<file path="src/sv/cltk_pkg.sv">
`default_nettype none

package cltk_pkg;

    localparam int POSITION_BITS_DEF = 16;
    localparam int FRONT_DEPTH       = 2;
    localparam int RESULT_DEPTH      = 4;

    typedef enum logic [2:0] {
        KIND_NAME      = 3'd0,
        KIND_NUMBER    = 3'd1,
        KIND_OPERATOR  = 3'd2,
        KIND_BRACKET   = 3'd3,
        KIND_COMMA     = 3'd4,
        KIND_SEMICOLON = 3'd5,
        KIND_ERROR     = 3'd6
    } kind_t;

    typedef enum logic [2:0] {
        ERR_NONE                = 3'd0,
        ERR_LETTER_AFTER_NUMBER = 3'd1,
        ERR_MISPLACED_DOT       = 3'd2,
        ERR_UNKNOWN_BYTE        = 3'd3,
        ERR_OPEN_COMMENT        = 3'd4
    } err_t;

    typedef enum logic [2:0] {
        MODE_IDLE          = 3'd0,
        MODE_NAME          = 3'd1,
        MODE_NUMBER        = 3'd2,
        MODE_OPERATOR      = 3'd3,
        MODE_LINE_COMMENT  = 3'd4,
        MODE_BLOCK_COMMENT = 3'd5,
        MODE_HALT          = 3'd6
    } mode_t;

    typedef enum logic [3:0] {
        CL_BLANK,
        CL_NEWLINE,
        CL_COMMA,
        CL_SEMI,
        CL_BRACKET,
        CL_ALPHA,
        CL_SUFFIX,
        CL_DIGIT,
        CL_DOT,
        CL_SLASH,
        CL_STAR,
        CL_OPER,
        CL_UNKNOWN
    } cls_t;

    typedef struct packed {
        logic [7:0] char_code;
        logic       end_of_text;
    } in_item_t;

    typedef struct packed {
        cls_t       cls;
        logic [7:0] char_code;
        logic       end_of_text;
    } class_item_t;

    typedef struct packed {
        kind_t       token_kind;
        logic [15:0] token_start;
        logic [15:0] token_length;
        logic [7:0]  single_char;
        err_t        error_code;
        logic        last_of_run;
    } result_t;

    // write request from the lexer into the result queue
    typedef struct packed {
        logic en0;
        logic en1;
    } wr_req_t;

endpackage

`default_nettype wire

</file>
<file path="src/sv/cltk_front.sv">
`default_nettype none

module cltk_front (
    input  logic                  clk,
    input  logic                  rst_n,
    input  logic                  push,
    output logic                  full,
    input  cltk_pkg::in_item_t    item,
    output logic                  out_valid,
    input  logic                  out_take,
    output cltk_pkg::class_item_t out_item
);
    import cltk_pkg::*;

    localparam int PTR_BITS = (FRONT_DEPTH > 1) ? $clog2(FRONT_DEPTH) : 1;
    localparam int CNT_BITS = $clog2(FRONT_DEPTH + 1);
    localparam logic [PTR_BITS-1:0] PTR_LAST = PTR_BITS'(FRONT_DEPTH - 1);
    localparam logic [CNT_BITS-1:0] CNT_FULL = CNT_BITS'(FRONT_DEPTH);

    localparam logic [7:0] CH_D          = 8'h64;
    localparam logic [7:0] CH_F          = 8'h66;
    localparam logic [7:0] CH_UNDERSCORE = 8'h5F;

    function automatic cls_t classify(input logic [7:0] c);
        cls_t k;
        unique case (c) inside
            CH_D, CH_F:                                      k = CL_SUFFIX;
            [8'h41:8'h5A], [8'h61:8'h63], 8'h65, [8'h67:8'h7A],
            CH_UNDERSCORE:                                   k = CL_ALPHA;
            [8'h30:8'h39]:                                   k = CL_DIGIT;
            8'h20, 8'h09:                                    k = CL_BLANK;
            8'h0A:                                           k = CL_NEWLINE;
            8'h2C:                                           k = CL_COMMA;
            8'h3B:                                           k = CL_SEMI;
            8'h28, 8'h29, 8'h5B, 8'h5D, 8'h7B, 8'h7D:        k = CL_BRACKET;
            8'h2E:                                           k = CL_DOT;
            8'h2F:                                           k = CL_SLASH;
            8'h2A:                                           k = CL_STAR;
            8'h2B, 8'h2D, 8'h21, 8'h5E, 8'h3D, 8'h7E, 8'h3C, 8'h3E, 8'h7C,
            8'h25:                                           k = CL_OPER;
            default:                                         k = CL_UNKNOWN;
        endcase
        return k;
    endfunction

    function automatic logic [PTR_BITS-1:0] ptr_inc(input logic [PTR_BITS-1:0] p);
        return (p == PTR_LAST) ? '0 : p + 1'b1;
    endfunction

    class_item_t           slot_reg [FRONT_DEPTH];
    logic [PTR_BITS-1:0]   wr_ptr_reg, wr_ptr_next;
    logic [PTR_BITS-1:0]   rd_ptr_reg, rd_ptr_next;
    logic [CNT_BITS-1:0]   count_reg, count_next;
    logic                  do_push;
    logic                  do_pop;
    class_item_t           new_item;

    assign full      = (count_reg == CNT_FULL);
    assign out_valid = (count_reg != '0);
    assign do_push   = push && !full;
    assign do_pop    = out_take && out_valid;
    assign out_item  = slot_reg[rd_ptr_reg];

    always_comb
    begin
        new_item.cls         = classify(item.char_code);
        new_item.char_code   = item.char_code;
        new_item.end_of_text = item.end_of_text;
    end

    always_comb
    begin
        wr_ptr_next = do_push ? ptr_inc(wr_ptr_reg) : wr_ptr_reg;
        rd_ptr_next = do_pop ? ptr_inc(rd_ptr_reg) : rd_ptr_reg;
        count_next  = CNT_BITS'(count_reg + CNT_BITS'(do_push) - CNT_BITS'(do_pop));
    end

    always_ff @(posedge clk or negedge rst_n)
    begin
        if (!rst_n)
        begin
            wr_ptr_reg <= '0;
            rd_ptr_reg <= '0;
            count_reg  <= '0;
        end
        else
        begin
            wr_ptr_reg <= wr_ptr_next;
            rd_ptr_reg <= rd_ptr_next;
            count_reg  <= count_next;
        end
    end

    always_ff @(posedge clk)
    begin
        if (do_push)
        begin
            slot_reg[wr_ptr_reg] <= new_item;
        end
    end

endmodule

`default_nettype wire

</file>
<file path="src/sv/cltk_lexer.sv">
`default_nettype none

module cltk_lexer #(
    parameter int POSITION_BITS = cltk_pkg::POSITION_BITS_DEF
) (
    input  logic                  clk,
    input  logic                  rst_n,
    input  logic                  in_valid,
    output logic                  in_take,
    input  cltk_pkg::class_item_t in_item,
    input  logic                  room,
    output cltk_pkg::wr_req_t     wr,
    output cltk_pkg::result_t     res0,
    output cltk_pkg::result_t     res1
);
    import cltk_pkg::*;

    localparam logic [POSITION_BITS-1:0] POS_MAX = '1;
    localparam logic [POSITION_BITS-1:0] POS_ONE = POSITION_BITS'(1);

    typedef enum logic [1:0] {
        OTH_NONE,
        OTH_SINGLE,
        OTH_FAIL,
        OTH_OPEN
    } other_t;

    // byte count between two offsets, floored at zero and capped at 16 bits
    function automatic logic [15:0] span_len(input logic [POSITION_BITS-1:0] e,
                                             input logic [POSITION_BITS-1:0] s);
        logic [POSITION_BITS+15:0] d;
        logic [15:0]               r;
        d = {16'b0, e - s};
        if (e < s)
            r = '0;
        else if (|d[POSITION_BITS+15:16])
            r = '1;
        else
            r = d[15:0];
        return r;
    endfunction

    function automatic logic [15:0] low16(input logic [POSITION_BITS-1:0] p);
        logic [POSITION_BITS+15:0] z;
        z = {16'b0, p};
        return z[15:0];
    endfunction

    function automatic logic is_open(input mode_t m);
        return (m == MODE_NAME) || (m == MODE_NUMBER) || (m == MODE_OPERATOR);
    endfunction

    mode_t                    mode_reg, mode_next;
    logic [POSITION_BITS-1:0] start_reg, start_next;
    logic [POSITION_BITS-1:0] pos_reg, pos_next;
    logic                     slash_reg, slash_next;
    logic                     star_reg, star_next;

    logic                     fire;
    logic                     eot;
    cls_t                     cls;
    mode_t                    eff_mode;
    logic                     active;
    logic                     comment_open;
    logic                     close_en;
    logic                     close_prev;
    other_t                   oth;
    err_t                     fail_code;
    result_t                  c_res;
    result_t                  o_res;

    assign fire    = in_valid && room;
    assign in_take = fire;
    assign eot     = in_item.end_of_text;
    assign cls     = in_item.cls;

    // a held slash that opens no comment turns an idle lexer into an operator run
    assign eff_mode = (slash_reg && mode_reg == MODE_IDLE) ? MODE_OPERATOR : mode_reg;
    assign active   = (mode_reg == MODE_IDLE) || is_open(mode_reg);
    assign comment_open = slash_reg && (cls == CL_SLASH || cls == CL_STAR);

    // next state
    always_comb
    begin
        mode_next  = mode_reg;
        start_next = start_reg;
        pos_next   = pos_reg;
        slash_next = slash_reg;
        star_next  = star_reg;
        if (fire)
        begin
            if (eot)
            begin
                mode_next  = MODE_IDLE;
                start_next = '0;
                pos_next   = '0;
                slash_next = 1'b0;
                star_next  = 1'b0;
            end
            else
            begin
                if (pos_reg != POS_MAX)
                    pos_next = pos_reg + POS_ONE;
                unique case (mode_reg)
                    MODE_HALT:
                    begin
                    end
                    MODE_LINE_COMMENT:
                    begin
                        if (cls == CL_NEWLINE)
                            mode_next = MODE_IDLE;
                    end
                    MODE_BLOCK_COMMENT:
                    begin
                        if (cls == CL_SLASH && star_reg)
                        begin
                            mode_next = MODE_IDLE;
                            star_next = 1'b0;
                        end
                        else
                            star_next = (cls == CL_STAR);
                    end
                    MODE_IDLE, MODE_NAME, MODE_NUMBER, MODE_OPERATOR:
                    begin
                        slash_next = 1'b0;
                        if (comment_open)
                        begin
                            mode_next  = (cls == CL_SLASH) ? MODE_LINE_COMMENT
                                                           : MODE_BLOCK_COMMENT;
                            start_next = pos_reg - POS_ONE;
                            star_next  = (cls == CL_STAR);
                        end
                        else
                        begin
                            unique case (cls) inside
                                CL_BLANK, CL_NEWLINE, CL_COMMA, CL_SEMI, CL_BRACKET:
                                    mode_next = MODE_IDLE;
                                CL_ALPHA, CL_SUFFIX:
                                begin
                                    if (eff_mode == MODE_NUMBER && cls == CL_ALPHA)
                                        mode_next = MODE_HALT;
                                    else if (eff_mode != MODE_NAME)
                                    begin
                                        mode_next  = MODE_NAME;
                                        start_next = pos_reg;
                                    end
                                end
                                CL_DIGIT:
                                begin
                                    if (eff_mode != MODE_NAME && eff_mode != MODE_NUMBER)
                                    begin
                                        mode_next  = MODE_NUMBER;
                                        start_next = pos_reg;
                                    end
                                end
                                CL_DOT:
                                begin
                                    if (eff_mode != MODE_NAME && eff_mode != MODE_NUMBER)
                                        mode_next = MODE_HALT;
                                end
                                CL_SLASH, CL_STAR, CL_OPER:
                                begin
                                    if (eff_mode == MODE_OPERATOR)
                                    begin
                                        mode_next  = MODE_OPERATOR;
                                        slash_next = (cls == CL_SLASH);
                                    end
                                    else
                                    begin
                                        // a lone slash waits for the next byte
                                        mode_next  = (cls == CL_SLASH) ? MODE_IDLE
                                                                       : MODE_OPERATOR;
                                        start_next = pos_reg;
                                        slash_next = (cls == CL_SLASH);
                                    end
                                end
                                default:
                                    mode_next = MODE_HALT;
                            endcase
                        end
                    end
                    default:
                    begin
                        mode_next = MODE_HALT;
                    end
                endcase
            end
        end
    end

    // results of this byte
    always_comb
    begin
        close_en   = 1'b0;
        close_prev = 1'b0;
        oth        = OTH_NONE;
        fail_code  = ERR_NONE;
        if (eot)
        begin
            if (mode_reg == MODE_BLOCK_COMMENT)
                oth = OTH_OPEN;
            else if (mode_reg != MODE_HALT)
                close_en = is_open(eff_mode);
        end
        else if (active)
        begin
            if (comment_open)
            begin
                close_en   = (mode_reg == MODE_OPERATOR);
                close_prev = 1'b1;
            end
            else
            begin
                unique case (cls) inside
                    CL_BLANK, CL_NEWLINE:
                        close_en = is_open(eff_mode);
                    CL_COMMA, CL_SEMI, CL_BRACKET:
                    begin
                        close_en = is_open(eff_mode);
                        oth      = OTH_SINGLE;
                    end
                    CL_ALPHA, CL_SUFFIX:
                    begin
                        if (eff_mode == MODE_NUMBER && cls == CL_ALPHA)
                        begin
                            oth       = OTH_FAIL;
                            fail_code = ERR_LETTER_AFTER_NUMBER;
                        end
                        else if (eff_mode != MODE_NAME)
                            close_en = is_open(eff_mode);
                    end
                    CL_DIGIT:
                    begin
                        if (eff_mode != MODE_NAME && eff_mode != MODE_NUMBER)
                            close_en = is_open(eff_mode);
                    end
                    CL_DOT:
                    begin
                        if (eff_mode != MODE_NAME && eff_mode != MODE_NUMBER)
                        begin
                            oth       = OTH_FAIL;
                            fail_code = ERR_MISPLACED_DOT;
                        end
                    end
                    CL_SLASH, CL_STAR, CL_OPER:
                        close_en = (eff_mode == MODE_NAME) || (eff_mode == MODE_NUMBER);
                    default:
                    begin
                        oth       = OTH_FAIL;
                        fail_code = ERR_UNKNOWN_BYTE;
                    end
                endcase
            end
        end

        // token being closed
        unique case (eff_mode)
            MODE_NAME:   c_res.token_kind = KIND_NAME;
            MODE_NUMBER: c_res.token_kind = KIND_NUMBER;
            default:     c_res.token_kind = KIND_OPERATOR;
        endcase
        c_res.token_start  = low16(start_reg);
        c_res.token_length = span_len(close_prev ? pos_reg - POS_ONE : pos_reg, start_reg);
        c_res.single_char  = '0;
        c_res.error_code   = ERR_NONE;
        c_res.last_of_run  = (oth == OTH_NONE);

        // separator, error or unclosed comment
        o_res.token_kind   = KIND_ERROR;
        o_res.token_start  = low16(pos_reg);
        o_res.token_length = 16'd1;
        o_res.single_char  = '0;
        o_res.error_code   = fail_code;
        o_res.last_of_run  = 1'b1;
        unique case (oth)
            OTH_SINGLE:
            begin
                unique case (cls)
                    CL_COMMA: o_res.token_kind = KIND_COMMA;
                    CL_SEMI:  o_res.token_kind = KIND_SEMICOLON;
                    default:  o_res.token_kind = KIND_BRACKET;
                endcase
                o_res.single_char = in_item.char_code;
            end
            OTH_OPEN:
            begin
                o_res.token_start  = low16(start_reg);
                o_res.token_length = span_len(pos_reg, start_reg);
                o_res.error_code   = ERR_OPEN_COMMENT;
            end
            default:
            begin
            end
        endcase

        res0   = close_en ? c_res : o_res;
        res1   = o_res;
        wr.en0 = fire && (close_en || oth != OTH_NONE);
        wr.en1 = fire && close_en && oth != OTH_NONE;
    end

    always_ff @(posedge clk or negedge rst_n)
    begin
        if (!rst_n)
        begin
            mode_reg  <= MODE_IDLE;
            start_reg <= '0;
            pos_reg   <= '0;
            slash_reg <= 1'b0;
            star_reg  <= 1'b0;
        end
        else
        begin
            mode_reg  <= mode_next;
            start_reg <= start_next;
            pos_reg   <= pos_next;
            slash_reg <= slash_next;
            star_reg  <= star_next;
        end
    end

endmodule

`default_nettype wire

</file>
<file path="src/sv/cltk_result_fifo.sv">
`default_nettype none

module cltk_result_fifo (
    input  logic              clk,
    input  logic              rst_n,
    input  cltk_pkg::wr_req_t wr,
    input  cltk_pkg::result_t wdata0,
    input  cltk_pkg::result_t wdata1,
    output logic              room,
    output logic              empty,
    input  logic              pop,
    output cltk_pkg::result_t rdata
);
    import cltk_pkg::*;

    localparam int PTR_BITS = $clog2(RESULT_DEPTH);
    localparam int CNT_BITS = $clog2(RESULT_DEPTH + 1);
    localparam logic [PTR_BITS-1:0] PTR_LAST  = PTR_BITS'(RESULT_DEPTH - 1);
    localparam logic [CNT_BITS-1:0] CNT_ROOM2 = CNT_BITS'(RESULT_DEPTH - 2);

    function automatic logic [PTR_BITS-1:0] ptr_inc(input logic [PTR_BITS-1:0] p);
        return (p == PTR_LAST) ? '0 : p + 1'b1;
    endfunction

    result_t             entry_reg [RESULT_DEPTH];
    logic [PTR_BITS-1:0] wr_ptr_reg, wr_ptr_next;
    logic [PTR_BITS-1:0] rd_ptr_reg, rd_ptr_next;
    logic [CNT_BITS-1:0] count_reg, count_next;
    logic [PTR_BITS-1:0] wr_ptr_1;
    logic                do_pop;

    // the lexer may write two results at once, so it needs two free slots
    assign room     = (count_reg <= CNT_ROOM2);
    assign empty    = (count_reg == '0);
    assign do_pop   = pop && !empty;
    assign rdata    = entry_reg[rd_ptr_reg];
    assign wr_ptr_1 = ptr_inc(wr_ptr_reg);

    always_comb
    begin
        wr_ptr_next = wr_ptr_reg;
        if (wr.en1)
            wr_ptr_next = ptr_inc(wr_ptr_1);
        else if (wr.en0)
            wr_ptr_next = wr_ptr_1;
        rd_ptr_next = do_pop ? ptr_inc(rd_ptr_reg) : rd_ptr_reg;
        count_next  = CNT_BITS'(count_reg + CNT_BITS'(wr.en0) + CNT_BITS'(wr.en1)
                                - CNT_BITS'(do_pop));
    end

    always_ff @(posedge clk or negedge rst_n)
    begin
        if (!rst_n)
        begin
            wr_ptr_reg <= '0;
            rd_ptr_reg <= '0;
            count_reg  <= '0;
        end
        else
        begin
            wr_ptr_reg <= wr_ptr_next;
            rd_ptr_reg <= rd_ptr_next;
            count_reg  <= count_next;
        end
    end

    always_ff @(posedge clk)
    begin
        if (wr.en0)
        begin
            entry_reg[wr_ptr_reg] <= wdata0;
        end
        if (wr.en1)
        begin
            entry_reg[wr_ptr_1] <= wdata1;
        end
    end

endmodule

`default_nettype wire

</file>
<file path="src/sv/c_like_source_tokenizer_unit.sv">
// path: a pushed byte is registered in the front queue, then the lexer writes its results into the result queue
// throughput: one byte per cycle while the result queue has room; a byte closes at most two tokens' worth of results
// the lexer stalls only while the four-entry result queue has fewer than two free slots
// results are popped one per cycle, so a run of two-result bytes is paced by pop
// reset clears both queues and returns the lexer to idle at offset zero
// an end of text byte flushes the open token and returns the lexer to that same state
`default_nettype none

module c_like_source_tokenizer_unit #(
    parameter int POSITION_BITS = cltk_pkg::POSITION_BITS_DEF
) (
    input  logic               clk,
    input  logic               rst_n,
    input  logic               push,
    output logic               full,
    input  cltk_pkg::in_item_t item,
    output logic               empty,
    input  logic               pop,
    output cltk_pkg::result_t  result
);
    import cltk_pkg::*;

    logic        fr_valid;
    logic        fr_take;
    class_item_t fr_item;
    logic        room;
    wr_req_t     wr;
    result_t     res0;
    result_t     res1;

    cltk_front u_front (
        .clk       (clk),
        .rst_n     (rst_n),
        .push      (push),
        .full      (full),
        .item      (item),
        .out_valid (fr_valid),
        .out_take  (fr_take),
        .out_item  (fr_item)
    );

    cltk_lexer #(
        .POSITION_BITS (POSITION_BITS)
    ) u_lexer (
        .clk      (clk),
        .rst_n    (rst_n),
        .in_valid (fr_valid),
        .in_take  (fr_take),
        .in_item  (fr_item),
        .room     (room),
        .wr       (wr),
        .res0     (res0),
        .res1     (res1)
    );

    cltk_result_fifo u_result_fifo (
        .clk    (clk),
        .rst_n  (rst_n),
        .wr     (wr),
        .wdata0 (res0),
        .wdata1 (res1),
        .room   (room),
        .empty  (empty),
        .pop    (pop),
        .rdata  (result)
    );

endmodule

`default_nettype wire

</file>
<file path="config.mk">
export PLATFORM = sky130hd
export DESIGN_NAME = c_like_source_tokenizer_unit
export DESIGN_NICKNAME = d
export VERILOG_FILES = /design/src/sv/cltk_pkg.sv /design/src/sv/cltk_front.sv /design/src/sv/cltk_lexer.sv /design/src/sv/cltk_result_fifo.sv /design/src/sv/c_like_source_tokenizer_unit.sv
export SDC_FILE = /design/constraint.sdc
export NUM_CORES = 1
export LEC_CHECK = 0
export ABC_AREA = 1
export BUFFER_PORTS_ARGS = -buffer_cell sky130_fd_sc_hd__buf_2
export CELL_PAD_IN_SITES_DETAIL_PLACEMENT = 1
export CELL_PAD_IN_SITES_GLOBAL_PLACEMENT = 2
export CORE_MARGIN = 4
export CORE_UTILIZATION = 30
export DETAILED_ROUTE_END_ITERATION = 10
export PLACE_DENSITY_LB_ADDON = 0.1
export SLEW_MARGIN = 20
export SYNTH_ARGS = -nofsm -noshare
export SYNTH_HDL_FRONTEND = slang
export SYNTH_SLANG_ARGS = --single-unit
</file>
<file path="constraint.sdc">
create_clock -name clk -period 5.36 [get_ports clk]
set_input_delay 0 -clock clk [delete_from_list [all_inputs] [get_ports clk]]
set_output_delay 0 -clock clk [all_outputs]
set_load 0.01 [all_outputs]
</file>
**Yosys cells after proc, flatten, opt, wreduce, memory -nomap -nowiden**

Memory sizes are Yosys's and may differ from the RTL's.
Index checks and enable logic that the tools add are counted.

- Bits of input ports: 13
- Register bits after elaboration: 48
- Logic and storage cells: 241
- Bits in writable memories: 214
- Memories kept: 2
- Output and inout bits: 49

Memories:

| name | depth | bits a word | rd ports | clocked after memory_dff | wr ports | RTL line | source |
|---|---|---|---|---|---|---|---|
| u_result_fifo.entry_reg | 4 | 47 | 1 | 0 | 2 | cltk_result_fifo.sv:25 | `result_t entry_reg [RESULT_DEPTH];` |
| u_front.slot_reg | 2 | 13 | 1 | 0 | 1 | cltk_front.sv:50 | `class_item_t slot_reg [FRONT_DEPTH];` |

- $lt $le $gt $ge: 11
- Reductions and logical operators: 53
- Add/sub/neg operators: 14
- Equal/unequal tests: 69
- Mux-type cells: 81

Operator list:

| kind | count |
|---|---|
| 16-bit 2-to-1 mux | 12 |
| 8-bit by 6-bit equality test with 1-bit output (second input constant) | 15 |
| 8-bit by 7-bit equality test with 1-bit output (second input constant) | 11 |
| 16-bit case mux with 3 select lines | 1 |
| 4-bit case mux with 12 select lines | 1 |
| 47-bit 2-to-1 mux | 1 |
| 3-bit 2-to-1 mux | 14 |
| 16-bit < comparator | 2 |
| 32-bit 2-to-1 mux | 1 |
| 16-bit subtractor | 2 |
| 1-bit 2-to-1 mux | 28 |
| 2-bit 2-to-1 mux | 14 |
| 8-bit by 7-bit >= comparator with 1-bit output (second input constant) | 3 |
| 8-bit by 7-bit <= comparator with 1-bit output (second input constant) | 3 |
| 16-bit by 1-bit adder with 16-bit output (second input constant) | 1 |
| 4-bit by 3-bit equality test with 1-bit output (second input constant) | 4 |
| 4-bit equality test (second input constant) | 4 |
| 8-bit by 4-bit equality test with 1-bit output (second input constant) | 2 |
| 1-bit logical AND | 16 |
| 16-bit inequality test (second input constant) | 1 |
| 16-bit by 1-bit subtractor with 16-bit output (second input constant) | 1 |
| 3-bit case mux with 5 select lines | 1 |
| 7-bit AND reduction | 2 |
| 3-bit by 2-bit equality test with 1-bit output (second input constant) | 4 |
| other kinds (49) | 84 |

**Longest topological paths before layout**

Gate-level depths: netlist of the first run.

- Word-level depth: 17
- Depth in mapped cells: 27
- Depth with buffers taken out: 25

**Cells and area by module**

From an unflattened synthesis of the first run, not the netlist that was laid out.

- Cells, all modules: 2,304
- Area total of the unflattened synthesis: 17,663.2 µm²

By module, submodules not included:

| module | area an instance (µm²) | sequential area each (µm²) | cells an instance | times used |
|---|---|---|---|---|
| cltk_result_fifo | 10,257.3 | 5,820.6 | 1,078 | 1 |
| cltk_lexer | 5,833.1 | 925.9 | 1,042 | 1 |
| cltk_front | 1,572.8 | 880.8 | 184 | 1 |

**Least setup slack after synthesis of the first run**

Ideal clock, no wire load.

- Path type: reg-to-reg
- From: register u_front.rd_ptr_reg
- To: memory u_result_fifo.entry_reg[0][19] (netlist name) (data pin)
- Buffers on the path: 4
- Data required time: 5.105 ns
- Arrival: 3.546 ns
- Period minus slack after synthesis: 3.802 ns
- Stages on the path, launching flop included: 25
- Setup slack: 1.558 ns
- Library setup time: 0.255 ns
- Cell sequence: dfrtp_1 buf_6 nand2_1 nand2_2 nor2_4 nand2_2 nor2_8 inv_4 nor2_1 inv_1 clkbuf_1 nand2_1 o21ai_0 ha_1 a21oi_1 o21ai_0 a21oi_1 and2_1 clkbuf_1 clkbuf_1 nor2_1 nand2_1 o21ai_0 inv_1 nor2_1

RTL lines:

| item | RTL line | source |
|---|---|---|
| from (decl) | cltk_front.sv:52 | `logic [PTR_BITS-1:0] rd_ptr_reg, rd_ptr_next;` |
| from (signal assigned) | cltk_front.sv:89 | `rd_ptr_reg <= rd_ptr_next;` |
| to (decl) | cltk_result_fifo.sv:25 |  |

==> summary.md, run 1 <==
| Metric | Value |
|---|---|
| Post-DRT Antenna Nets | 0 |
| Die Span X | 239 um |
| H-tree depth | 2 |
| CTS root buf | clkbuf_16 |
| Synthesized area | 16,000 um^2 |
| Ys flop type | edfxtp_1 |
| Worst slew pin tran | 1.15 ns |
| Layout cells sized above 1 | 10.5% |
| Vias in the first global route | 14.0k |
| Slew Viols, Final | 0 |
| Initial antenna violation count | 1 |
| Final period utilization | 88.2% |
| # DRC | 0 |
| Sequential share of power | 27.9% |
| Clk_skew | 0.0275 ns |
| Largest register FFs | 188 |
| VDD IR max | 0.000199 V |
| Num CTS Buffers | 34 |
| Outcome | finished clean |
| FFs w/ async S/R, synth | 18.3% |
| Post-Synthesis Cells | 1,932 |
| Worst Hold Class | input port to async pin |
| CP Class | flip-flop to flip-flop |
| Leakage | 7.35 nW |
| GRT Overall Usage | 20.4% |
| Antenna diodes | 0 |
| DRT Pass-1 Iters | 5 |
| Startpoint Class | flip-flop |
| Power Density | 556 nW/um^2 |
| GP Congestion | 0.846 |
| Post-Route Utilization | 34.4% |
| Largest net degree at the start of global routing | 60 |
| Place WS | 0.630 ns |
| Finish-stage setup viols | 0 |
| Sw frac | 47.0% |
| Setup TNS | 0 ns |
| Drt via density | 5.17 |
| Max_cap viols | 0 |
| Clock sink count | 262 |
| Post-detail-place hpwl | 40,400 um |
| P&R area growth vs syn | 13.2% |
| #FFs+latches synth | 262 |
| Worst Setup SP | u_front.rd_ptr_reg |
| Psw | 4.73 mW |
| Commonest cells after routing, fill and taps aside | nand2_1 (422), nor2_1 (267), o21ai_0 (217) |
| Clock latency at the later pin of the worst-skew pair | 0.55 ns |
| Area of the core | 52,700 um^2 |
| Combinational power share | 49.3% |
| Required @ worst endpoint | 5.74 ns |
| CTS resizes | 0 |
| # rows | 84 |
| Number of synthesized flops with an enable pin | 210 |
| NumNets Final | 2,035 |
| Clk network pwr share | 22.8% |
| Mean post-synth cell area | 8.28 um^2 |
| Seq/Total Area, Yosys | 47.4% |
| Fmax | 0.212 GHz |
| Library cells used by synthesis | 55 |
| Total congestion overflow | 0 |
| Yosys warns | 0 |
| Endpoint class of the critical path | flip-flop |
| Die height | 239 um |
| Clk slew on worst S/H paths | 0.06 ns |
| Filler instances | 6,216 |
| Clock Path Buffers | 3 |
| Synthesized Nets | 1,996 |
| Crit path DAT | 5.11 ns |
| Die area | 57,100 um^2 |
| IO Port Bufs | 61 |
| I/O pin count | 62 |
| Design area | 18,100 um^2 |
| Final count of hold timing violations | 0 |
| Commonest non-fill, non-tap cell in the layout | nand2_1 |
| Max-slew headroom | 22.3% |
| Cell Area, Placed | 16,900 um^2 |
| First-pass GRT wire length | 89,600 um |
| Worst hold slack | 0.149 ns |
| P_int | 5.34 mW |
| Routed len/inst | 21.9 um |
| RSZ-0062 raised after global routing | no |
| TritonCTS clock tree | built |
| Routed Wire Length | 58,700 um |
| Final WS setup | 0.634 ns |
| Total number of vias | 13.9k |
| Initial Utilization | 30.4% |
| Crit path max fanout | 24 |
| R2R depth | 23 |
| R2r startpoint | u_front.rd_ptr_reg |
| Final worst path period need | 4.73 ns |
| Iteration-0 DRC Markers | 735 |
## critical path, stage by stage (launching register included)
cell and delay, ns:
dfrtp_1 0.56, buf_4 0.25, nand2_1 0.07, nand2_1 0.12
nand2_2 0.10, nand2_2 0.14, nor2_8 0.08, inv_4 0.10
nor2_1 0.05, buf_4 0.16, inv_1 0.41, o21ai_0 0.27
fa_1 0.52, o31ai_2 0.40, nand3_1 0.12, nand2_1 0.14
nand3_1 0.08, and2_1 0.15, buf_4 0.20, nor2_1 0.11
nand2_1 0.05, o21ai_0 0.17, inv_1 0.15, nor2_1 0.13
## through the flow
stage | cells | total power [mW]
2_1_floorplan | 1932 | 6.06
3_3_place_gp | 2611 | 7.83
3_5_place_dp | 2611 | 7.88
4_1_cts | 2684 | 10.2
5_1_grt | 2684 | 10.8
6_report | 2684 | 10.1
## worst paths after layout
path | slack [ns] | end
max in group asynchronous | 4.65 | u_result_fifo.rd_ptr_reg[0]
worst max-delay path | 0.63 | u_result_fifo.entry_reg[1][20]
worst max register to register | 0.63 | u_result_fifo.entry_reg[1][20]
worst min register to register | 0.46 | u_result_fifo.entry_reg[0][0]
worst min-delay path | 0.15 | u_lexer.pos_reg[4]
min in group clk | 0.19 | u_front.slot_reg[1][0]
## per-layer routing
layer | part of all wire (%) | global-route usage, % | vias to the layer above | wire length (um)
met5 | 0.020 | 0 | - | 12
met4 | 2.9 | 5.74 | 2 | 1690
met3 | 4.1 | 2.85 | 82 | 2380
met2 | 44 | 31.3 | 251 | 25700
met1 | 49 | 30.3 | 6849 | 28900
li1 | - | - | 6696 | -
## cells in the mapped netlist (9+ instances only)
library cell,count,area [um^2]
or2_2,11,68.8
o21ai_1,9,45.0
o211ai_1,14,105
nand2_2,17,106
xnor2_1,15,131
nand2_4,10,113
o21ai_0,217,1090
dfrtp_1,48,1200
edfxtp_1,210,6310
o22ai_1,62,388
o31ai_1,9,67.6
ha_1,47,588
xor2_1,28,245
nand2_1,426,1600
clkbuf_1,50,188
nand4_1,19,119
a21oi_1,70,350
nand3_1,136,681
nor3_1,17,85.1
nor2_1,269,1010
inv_1,131,492
buf_2,19,95.1
buf_4,12,90.1
## power by group through the flow
stage          registers, mW  clock network, mW  logic [mW]
4_1_cts                 2.81               2.36        5.05
3_3_place_gp            2.85                  0        4.98
6_report                2.81               2.29        4.96
5_1_grt                 2.85               2.44        5.53
2_1_floorplan           2.80                  0        3.27
3_5_place_dp            2.85                  0        5.03
## repair_timing
action                                 CTS  global route
endpoints found under the hold margin   70             0
buffers inserted                         0             0
hold buffers                            12             0
## final cells by class
cell class | count | area [um^2] | share of cell area, %
Sequential cell | 262 | 7590 | 41.9
Multi-Input combinational cell | 1434 | 7440 | 41.1
Clock buffer | 39 | 870 | 4.80
Tap cell | 688 | 861 | 4.75
Inverter | 148 | 566 | 3.12
Timing Repair Buffer | 91 | 561 | 3.09
Clock inverter | 22 | 233 | 1.28
## logic make-up after synthesis
kind of cell | Yosys count | synth area share [%]
DFF | 262 | 47.4
adders and majority gates | 51 | 4.18
and+or+nand+nor | 940 | 26.0
xor gates and xnor gates | 43 | 2.35
AOI/OAI and AO/OA | 400 | 13.8
buffers and inverters | 236 | 6.31
Note: power is estimated with default switching activity, not from simulation.
==> run 2: changes to the inputs <==
ABC_AREA = not set   (was 1)
==> summary.md, run 2 <==
| Metric | Value |
|---|---|
| CTS root buf | clkbuf_16 |
| Fmax | 0.199 GHz (-6.1%) |
| Clk_skew | 0.0195 ns (-0.00809 ns) |
| Filler instances | 5,515 (-11%) |
| Commonest cells after routing, fill and taps aside | edfxtp_1 (210), nor2_1 (177), nand2_1 (79) |
| Die height | 233 um (-2.6%) |
| Num CTS Buffers | 34 (unchanged) |
| # rows | 82 (-2.4%) |
| #FFs+latches synth | 262 (unchanged) |
| Setup TNS | 0 ns (unchanged) |
| Max-slew headroom | 26.4% (+4.2 points) |
| Top post-synthesis cells by area | edfxtp_1 (42%), dfrtp_1 (7.9%), mux4_2 (7.0%) |
| WP buf/inv | 1 (-5) |
| Post-DRT Antenna Nets | 0 (unchanged) |
| GRT Overall Usage | 18.8% (-1.6 points) |
| Initial antenna violation count | 0 (-1) |
| Final period utilization | 93.9% (+5.7 points) |
| Ys flop type | edfxtp_1 |
| Iteration-0 DRC Markers | 676 (-8.0%) |
| Library cells used by synthesis | 95 (+73%) |
| Outcome | finished clean |
| DR WL met2 | 23,100 um (-10%) |
| Commonest cells post-synth | edfxtp_1 (210), nor2_1 (178), nand2_1 (83), a32o_1 (65), a21oi_1 (54) |
| Worst slew pin tran | 1.10 ns (-0.0541 ns) |
| DR top layer | met4 |
| Post-synth top area share | 41.6% (+2.2 points) |
| CP top delay family | simple AND/OR/NAND/NOR gates |
| Antenna diodes | 0 (unchanged) |
| Layout cells sized above 1 | 19.7% (+9.2 points) |
| Required @ worst endpoint | 5.62 ns (-0.12 ns) |
| Max_cap viols | 0 (unchanged) |
| Initial Utilization | 30.3% (-0.099 points) |
| Final worst path period need | 5.03 ns (+0.308 ns) |
| Crit path cell chain | inv_1 > ha_1 > or3b_1 > or3_1 > or3_1 > or3_1 > nor4_2 > xor2_1 > ha_1 > a21oi_1 > nand3_1 > o21ai_0 > nor3_1 > or3_1 > a221oi_2 > nor2_1 |
| VDD IR max | 0.000261 V (+31%) |
| P&R area growth vs syn | 14.5% |
| Seq/Total Area, Yosys | 50.0% (+2.6 points) |
| Most numerous cell in the Yosys netlist | edfxtp_1 |
| FFs w/ async S/R, synth | 18.3% (unchanged) |
| Commonest non-fill, non-tap cell in the layout | edfxtp_1 |
| Largest register FFs | 188 (unchanged) |
| Die Span X | 233 um (-2.6%) |
| I/O pin count | 62 (unchanged) |
| IO Port Bufs | 61 (unchanged) |
| Clock Path Buffers | 3 (unchanged) |
| Worst Hold Class | input port to async pin |
| Clk slew on worst S/H paths | 0.06 ns (about the same) |
| First-pass GRT wire length | 76,600 um (-14%) |
| Critical Path Most Common Cell | or3_1 |
| Post-Synthesis Cells | 1,277 (-34%) |
| NumNets Final | 1,409 (-31%) |
| Largest net degree at the start of global routing | 71 (+18%) |
| Finish-stage setup viols | 0 (unchanged) |
| Startpoint Class | flip-flop |
| Leakage | 6.15 nW (-16%) |
| Die area | 54,200 um^2 (-5.0%) |
| Post-Route Utilization | 34.7% (+0.27 points) |
| Drt via density | 5.32 (+2.8%) |
| Area of the core | 50,100 um^2 (-4.9%) |
| Total congestion overflow | 0 (unchanged) |
| Wire length on met1 | 24,700 um (-15%) |
| Critical Path Max Stage Delay | 0.41 ns (-0.15 ns) |
| Postcts setup bufs | 0 (unchanged) |
| Slew Viols, Final | 0 (unchanged) |
| RSZ-0062 raised after global routing | no |
| Crit path DAT | 5.30 ns (+0.19 ns) |
| Synthesized Nets | 1,341 (-33%) |
| CP Class | flip-flop to flip-flop |
| Power Density | 507 nW/um^2 (-8.7%) |
| Synthesized area | 15,200 um^2 (-5.2%) |
| Clock sink count | 262 (unchanged) |
| Mean post-synth cell area | 11.9 um^2 (+43%) |
| Crit path max fanout | 5 (-79%) |
| Total number of vias | 10.9k (-22%) |
| Vias in the first global route | 11.4k (-19%) |
| TritonCTS clock tree | built |
| Worst hold slack | 0.123 ns (-0.0263 ns) |
| Number of synthesized flops with an enable pin | 210 (unchanged) |
| Clock latency at the later pin of the worst-skew pair | 0.54 ns (about the same) |
| Endpoint class of the critical path | flip-flop |
| Yosys top cell by area | edfxtp_1 |
| H-tree depth | 2 (unchanged) |
| DRT Pass-1 Iters | 5 (unchanged) |
| Post-detail-place hpwl | 34,800 um (-14%) |
| Final count of hold timing violations | 0 (unchanged) |
| Slowest CP cell | or3b_1 |
| # DRC | 0 (unchanged) |
| Routed len/inst | 24.9 um (+14%) |
| Yosys warns | 0 (unchanged) |
| Layout Cells excl Fill | 2,042 (-24%) |
| DR WL met3 | 2370 um (-0.63%) |
| GP Congestion | 0.811 (-4.1%) |
| Placed Cells | 1,969 (-25%) |
| Routed Wire Length | 50,800 um (-13%) |
run 2: cell families after synthesis:
logic type,count (synthesis),synth area share [%]
AND/OR/NAND/NOR,400,12.6
AO/OA/AOI/OAI,288,15.6
flip-flops,262,50.0
buffers and inverters,131,4.31
XOR/XNOR,74,4.27
multiplexers,70,8.68
adder cells (fa/ha/maj),52,4.48
run 2: repair_timing:
item                                    in CTS  in global routing
hold endpoints to repair                    70                  0
hold buffers                                12                  0
endpoints found under the setup margin       0                 14
gates resized for setup                      0                  1
run 2: worst register-to-register path, stage by stage, from the launching register on:
cell,delay (ns)
dfrtp_1,0.37
inv_1,0.11
ha_1,0.20
or3b_1,0.41
or3_1,0.38
or3_1,0.37
or3_1,0.40
nor4_2,0.34
xor2_1,0.14
ha_1,0.40
a21oi_1,0.21
nand3_1,0.10
o21ai_0,0.36
nor3_1,0.09
or3_1,0.40
a221oi_2,0.40
nor2_1,0.09
run 2: per-stage QoR:
step	power (mW)	worst slack (ns)	cell area [um^2]
2_1_floorplan	5.40	0.699	15200
3_3_place_gp	6.79	0.260	16200
3_5_place_dp	6.79	0.145	16200
4_1_cts	8.97	0.104	17400
5_1_grt	9.36	0.0380	17400
6_report	8.80	0.326	17400
run 2: area by class of cell:
class | instances | area (um^2) | share of cell area (%)
Clock buffer | 53 | 963 | 5.55
Sequential cell | 262 | 7590 | 43.7
Inverter | 49 | 189 | 1.09
Clock inverter | 8 | 46.3 | 0.267
Timing Repair Buffer | 114 | 783 | 4.51
Tap cell | 672 | 841 | 4.84
Multi-Input combinational cell | 884 | 6950 | 40.0
run 2: worst paths after layout:
path / from / slack (ns) / end / depth (start not counted)
hold reg to reg: u_front.wr_ptr_reg / 0.49 / u_front.wr_ptr_reg / 1
hold / removal: rst_n / 0.12 / u_front.wr_ptr_reg / 3
setup / recovery: u_lexer.pos_reg[0] / 0.33 / u_result_fifo.entry_reg[3][27] / 16
setup reg to reg: u_lexer.pos_reg[0] / 0.33 / u_result_fifo.entry_reg[3][27] / 16
max in group asynchronous: rst_n / 4.63 / u_result_fifo.rd_ptr_reg[0] / 3
min in group clk: item[0] / 0.23 / u_front.slot_reg[0][0] / 2
run 2: routing by layer:
metal / vias to the layer above / GRT usage [%]
met5: - / 0
li1: 4997 / -
met2: 229 / 29.6
met1: 5587 / 27.6
met4: 0 / 3.32
met3: 44 / 3.17
run 2: power breakdown:
part           leakage, nW  internal, mW  switching, mW  total (mW)
Combinational         2.96          1.44           2.46        3.89
Sequential            2.69          2.50          0.295        2.79
Clock                0.494          1.24          0.885        2.12
==> run 3: changes to the inputs <==
SYNTH_HIERARCHICAL = 1   (was not set)
==> summary.md, run 3 <==
| Metric | Value |
|---|---|
| TritonCTS clock tree | built |
| Outcome | finished clean |
| Ys flop type | edfxtp_1 |
| Vias in the first global route | 12.0k (+5.6%) |
| Synthesized Nets | 1,428 (+6.5%) |
| Leakage | 7.18 nW (+17%) |
| Drt via density | 5.25 (-1.3%) |
| Antenna diodes | 0 (unchanged) |
| Initial antenna violation count | 0 (unchanged) |
| VDD IR max | 0.000202 V (-23%) |
| Routed Wire Length | 51,200 um (+0.69%) |
| P&R area growth vs syn | 13.9% |
| Area of the core | 54,100 um^2 (+8.1%) |
| Total congestion overflow | 0 (unchanged) |
| Number of synthesized flops with an enable pin | 214 (+1.9%) |
| Combinational power share | 42.0% (-2.2 points) |
| Setup TNS | 0 ns (unchanged) |
| Initial Utilization | 30.4% (+0.14 points) |
| Psw | 3.31 mW (-9.0%) |
| Crit path DAT | 5.19 ns (-0.11 ns) |
| Post-DRT Antenna Nets | 0 (unchanged) |
| Top post-synthesis cells by area | edfxtp_1 (39%), mux2_2 (14%), dfrtp_1 (7.3%) |
| H-tree depth | 2 (unchanged) |
| GP Congestion | 0.771 (-5.0%) |
| Slew Viols, Final | 0 (unchanged) |
| Commonest cells after routing, fill and taps aside | edfxtp_1 (214), mux2_2 (212), nor2_1 (93) |
| RSZ-0062 raised after global routing | no |
| Fmax | 0.204 GHz (+2.6%) |
| Finish-stage setup viols | 0 (unchanged) |
| Total power draw | 8.89 mW (+1.0%) |
| Sequential share of power | 32.7% (+1.0 points) |
| I/O pin count | 62 (unchanged) |
| P_int | 5.59 mW (+8.1%) |
| Largest register FFs | 188 (unchanged) |
| Yosys top cell by area | edfxtp_1 |
| Synthesized area | 16,500 um^2 (+8.6%) |
| CTS root buf | clkbuf_16 |
| Mean post-synth cell area | 12.1 um^2 (+1.5%) |
| Clk network pwr share | 25.4% (+1.3 points) |
| Largest net degree at the start of global routing | 50 (-30%) |
| Post-Synthesis Cells | 1,366 (+7.0%) |
| Num CTS Buffers | 34 (unchanged) |
| Final worst path period need | 4.90 ns (-0.129 ns) |
| Layout cells sized above 1 | 31.3% (+12 points) |
| # rows | 85 (+3.7%) |
| Post-detail-place hpwl | 34,300 um (-1.5%) |
| GRT Overall Usage | 17.5% (-1.3 points) |
| Clock sink count | 262 (unchanged) |
| Clock latency at the later pin of the worst-skew pair | 0.54 ns (about the same) |
| # DRC | 0 (unchanged) |
| Sw frac | 37.2% (-4.1 points) |
| Cell Area, Placed | 17,500 um^2 (+8.1%) |
| Crit path max fanout | 9 (+4) |
| Required @ worst endpoint | 5.65 ns (+0.03 ns) |
| Endpoint class of the critical path | flip-flop |
| Startpoint Class | flip-flop |
| Die area | 58,700 um^2 (+8.3%) |
| First-pass GRT wire length | 79,600 um (+3.8%) |
| Routed len/inst | 23.8 um (-4.3%) |
| Seq/Total Area, Yosys | 46.3% (-3.7 points) |
| Clk slew on worst S/H paths | 0.06 ns (about the same) |
| Worst slew pin tran | 1.01 ns (-0.0875 ns) |
| Worst Hold Class | input port to async pin |
| Max_cap viols | 0 (unchanged) |
| FFs w/ async S/R, synth | 18.3% (unchanged) |
| CP Class | flip-flop to flip-flop |
| Yosys warns | 6 (+6) |
| Die Span X | 242 um (+4.1%) |
| Power Density | 474 nW/um^2 (-6.5%) |
| DRT Pass-1 Iters | 5 (unchanged) |
| Most numerous cell in the Yosys netlist | edfxtp_1 |
| Total number of vias | 11.3k (+3.9%) |
| Final period utilization | 91.5% (-2.4 points) |
| Max-slew headroom | 32.5% (+6.1 points) |
| Commonest non-fill, non-tap cell in the layout | edfxtp_1 |
| IO Port Bufs | 61 (unchanged) |
| NumNets Final | 1,490 (+5.7%) |
| Design area | 18,800 um^2 (+8.0%) |
| Clock Path Buffers | 3 (unchanged) |
| #FFs+latches synth | 262 (unchanged) |
| Commonest cells post-synth | edfxtp_1 (214), mux2_2 (212), nand2_1 (96), nor2_1 (95), a21oi_1 (57) |
| Clk_skew | 0.0137 ns (-0.00579 ns) |
| Die height | 242 um (+4.1%) |
| Iteration-0 DRC Markers | 607 (-10%) |
| Post-synth top area share | 39.0% (-2.6 points) |
| Final count of hold timing violations | 0 (unchanged) |
| Library cells used by synthesis | 89 (-6.3%) |
## run 3: cell types whose count changed in the layout (fill, tap and decap cells not counted), moves of 8 or more
cell and change:
mux2_2 +200, nor2_1 -84, a32o_1 -64, nand3_1 +14
o2bb2ai_1 -13, nor3_1 +12, a22oi_2 -10, a22o_1 -9
clkbuf_1 -9, nand2_1 +9, and3_1 +8, o22ai_2 +8
## run 3: routing by layer
layer	wire length (um)	track usage, %
met2	23400	27.5
met1	25200	25.7
met3	1640	2.63
met5	0	0
met4	907	3.67
## run 3: worst paths after layout
check | cells after the start | from | to | slack (ns)
worst max-delay path | 15 | u_front/rd_ptr_reg | u_result_fifo/entry_reg[3][22] | 0.46
min in group clk | 2 | item[0] | u_front/slot_reg[0][0] | 0.22
max in group asynchronous | 3 | rst_n | u_result_fifo/rd_ptr_reg[1] | 4.65
worst min register to register | 1 | u_lexer/start_reg[4] | u_lexer/start_reg[4] | 0.49
worst max register to register | 15 | u_front/rd_ptr_reg | u_result_fifo/entry_reg[3][22] | 0.46
worst min-delay path | 3 | rst_n | u_front/wr_ptr_reg | 0.12
## run 3: worst max-delay path, cell delays in order (launching register included)
cell       delay, ns
dfrtp_1         0.44
mux2_2          0.38
xor2_1          0.29
and3_1          0.25
nand2_1         0.30
xnor2_1         0.33
ha_1            0.19
inv_1           0.05
fa_1            0.40
a21o_1          0.22
a221o_1         0.38
a41o_1          0.31
mux2i_1         0.13
a2111oi_1       0.52
o22ai_2         0.17
mux2_2          0.30
## run 3: cells by family (layout without fill, tap and decap cells)
group	after synthesis	in the layout	share of synthesized area, %
AND/OR/NAND/NOR	369	369	11.1
multiplexers	272	272	21.8
flip-flops	262	262	46.3
AO/OA/AOI/OAI	205	205	8.78
buffers and inverters	138	225	4.33
XOR/XNOR	70	70	3.72
adder cells (fa/ha/maj)	49	49	3.90
other	1	1	0.0228
## run 3: power by group through the flow
stage	Clock (mW)	Sequential [mW]	Combinational (mW)
2_1_floorplan	0	2.77	2.71
3_3_place_gp	0	2.96	3.78
3_5_place_dp	0	2.96	3.78
4_1_cts	2.34	2.92	3.82
5_1_grt	2.43	2.96	4.14
6_report	2.25	2.91	3.73
## run 3: final cells by class
cell class,count,area (um^2)
well taps,696,871
clock buffers,46,968
repair buffers,113,801
fillers,5786,35400
flip-flops and latches,262,7630
multi-input cells,966,8170
inverters,51,191
clock inverters,15,118
## run 3: stage by stage
step / setup WS [ns] / hold slack (ns) / instances / utilization [%]
final: 0.456 / 0.115 / 2149 / 34.6
after CTS: 0.275 / 0.152 / 2149 / 34.6
after global routing: 0.0774 / 0.179 / 2149 / 34.6
after floorplan: 0.523 / -0.296 / 1366 / -
after detailed placement: 0.308 / 0.212 / 2076 / 32.4
after global placement: 0.423 / 0.209 / 2076 / 32.4
## run 3: repair_timing
item,CTS,global route
hold buffers,12,0
endpoints found under the setup margin,0,4
resized for setup,0,1
hold endpoints to repair,71,0
buffers inserted,0,0
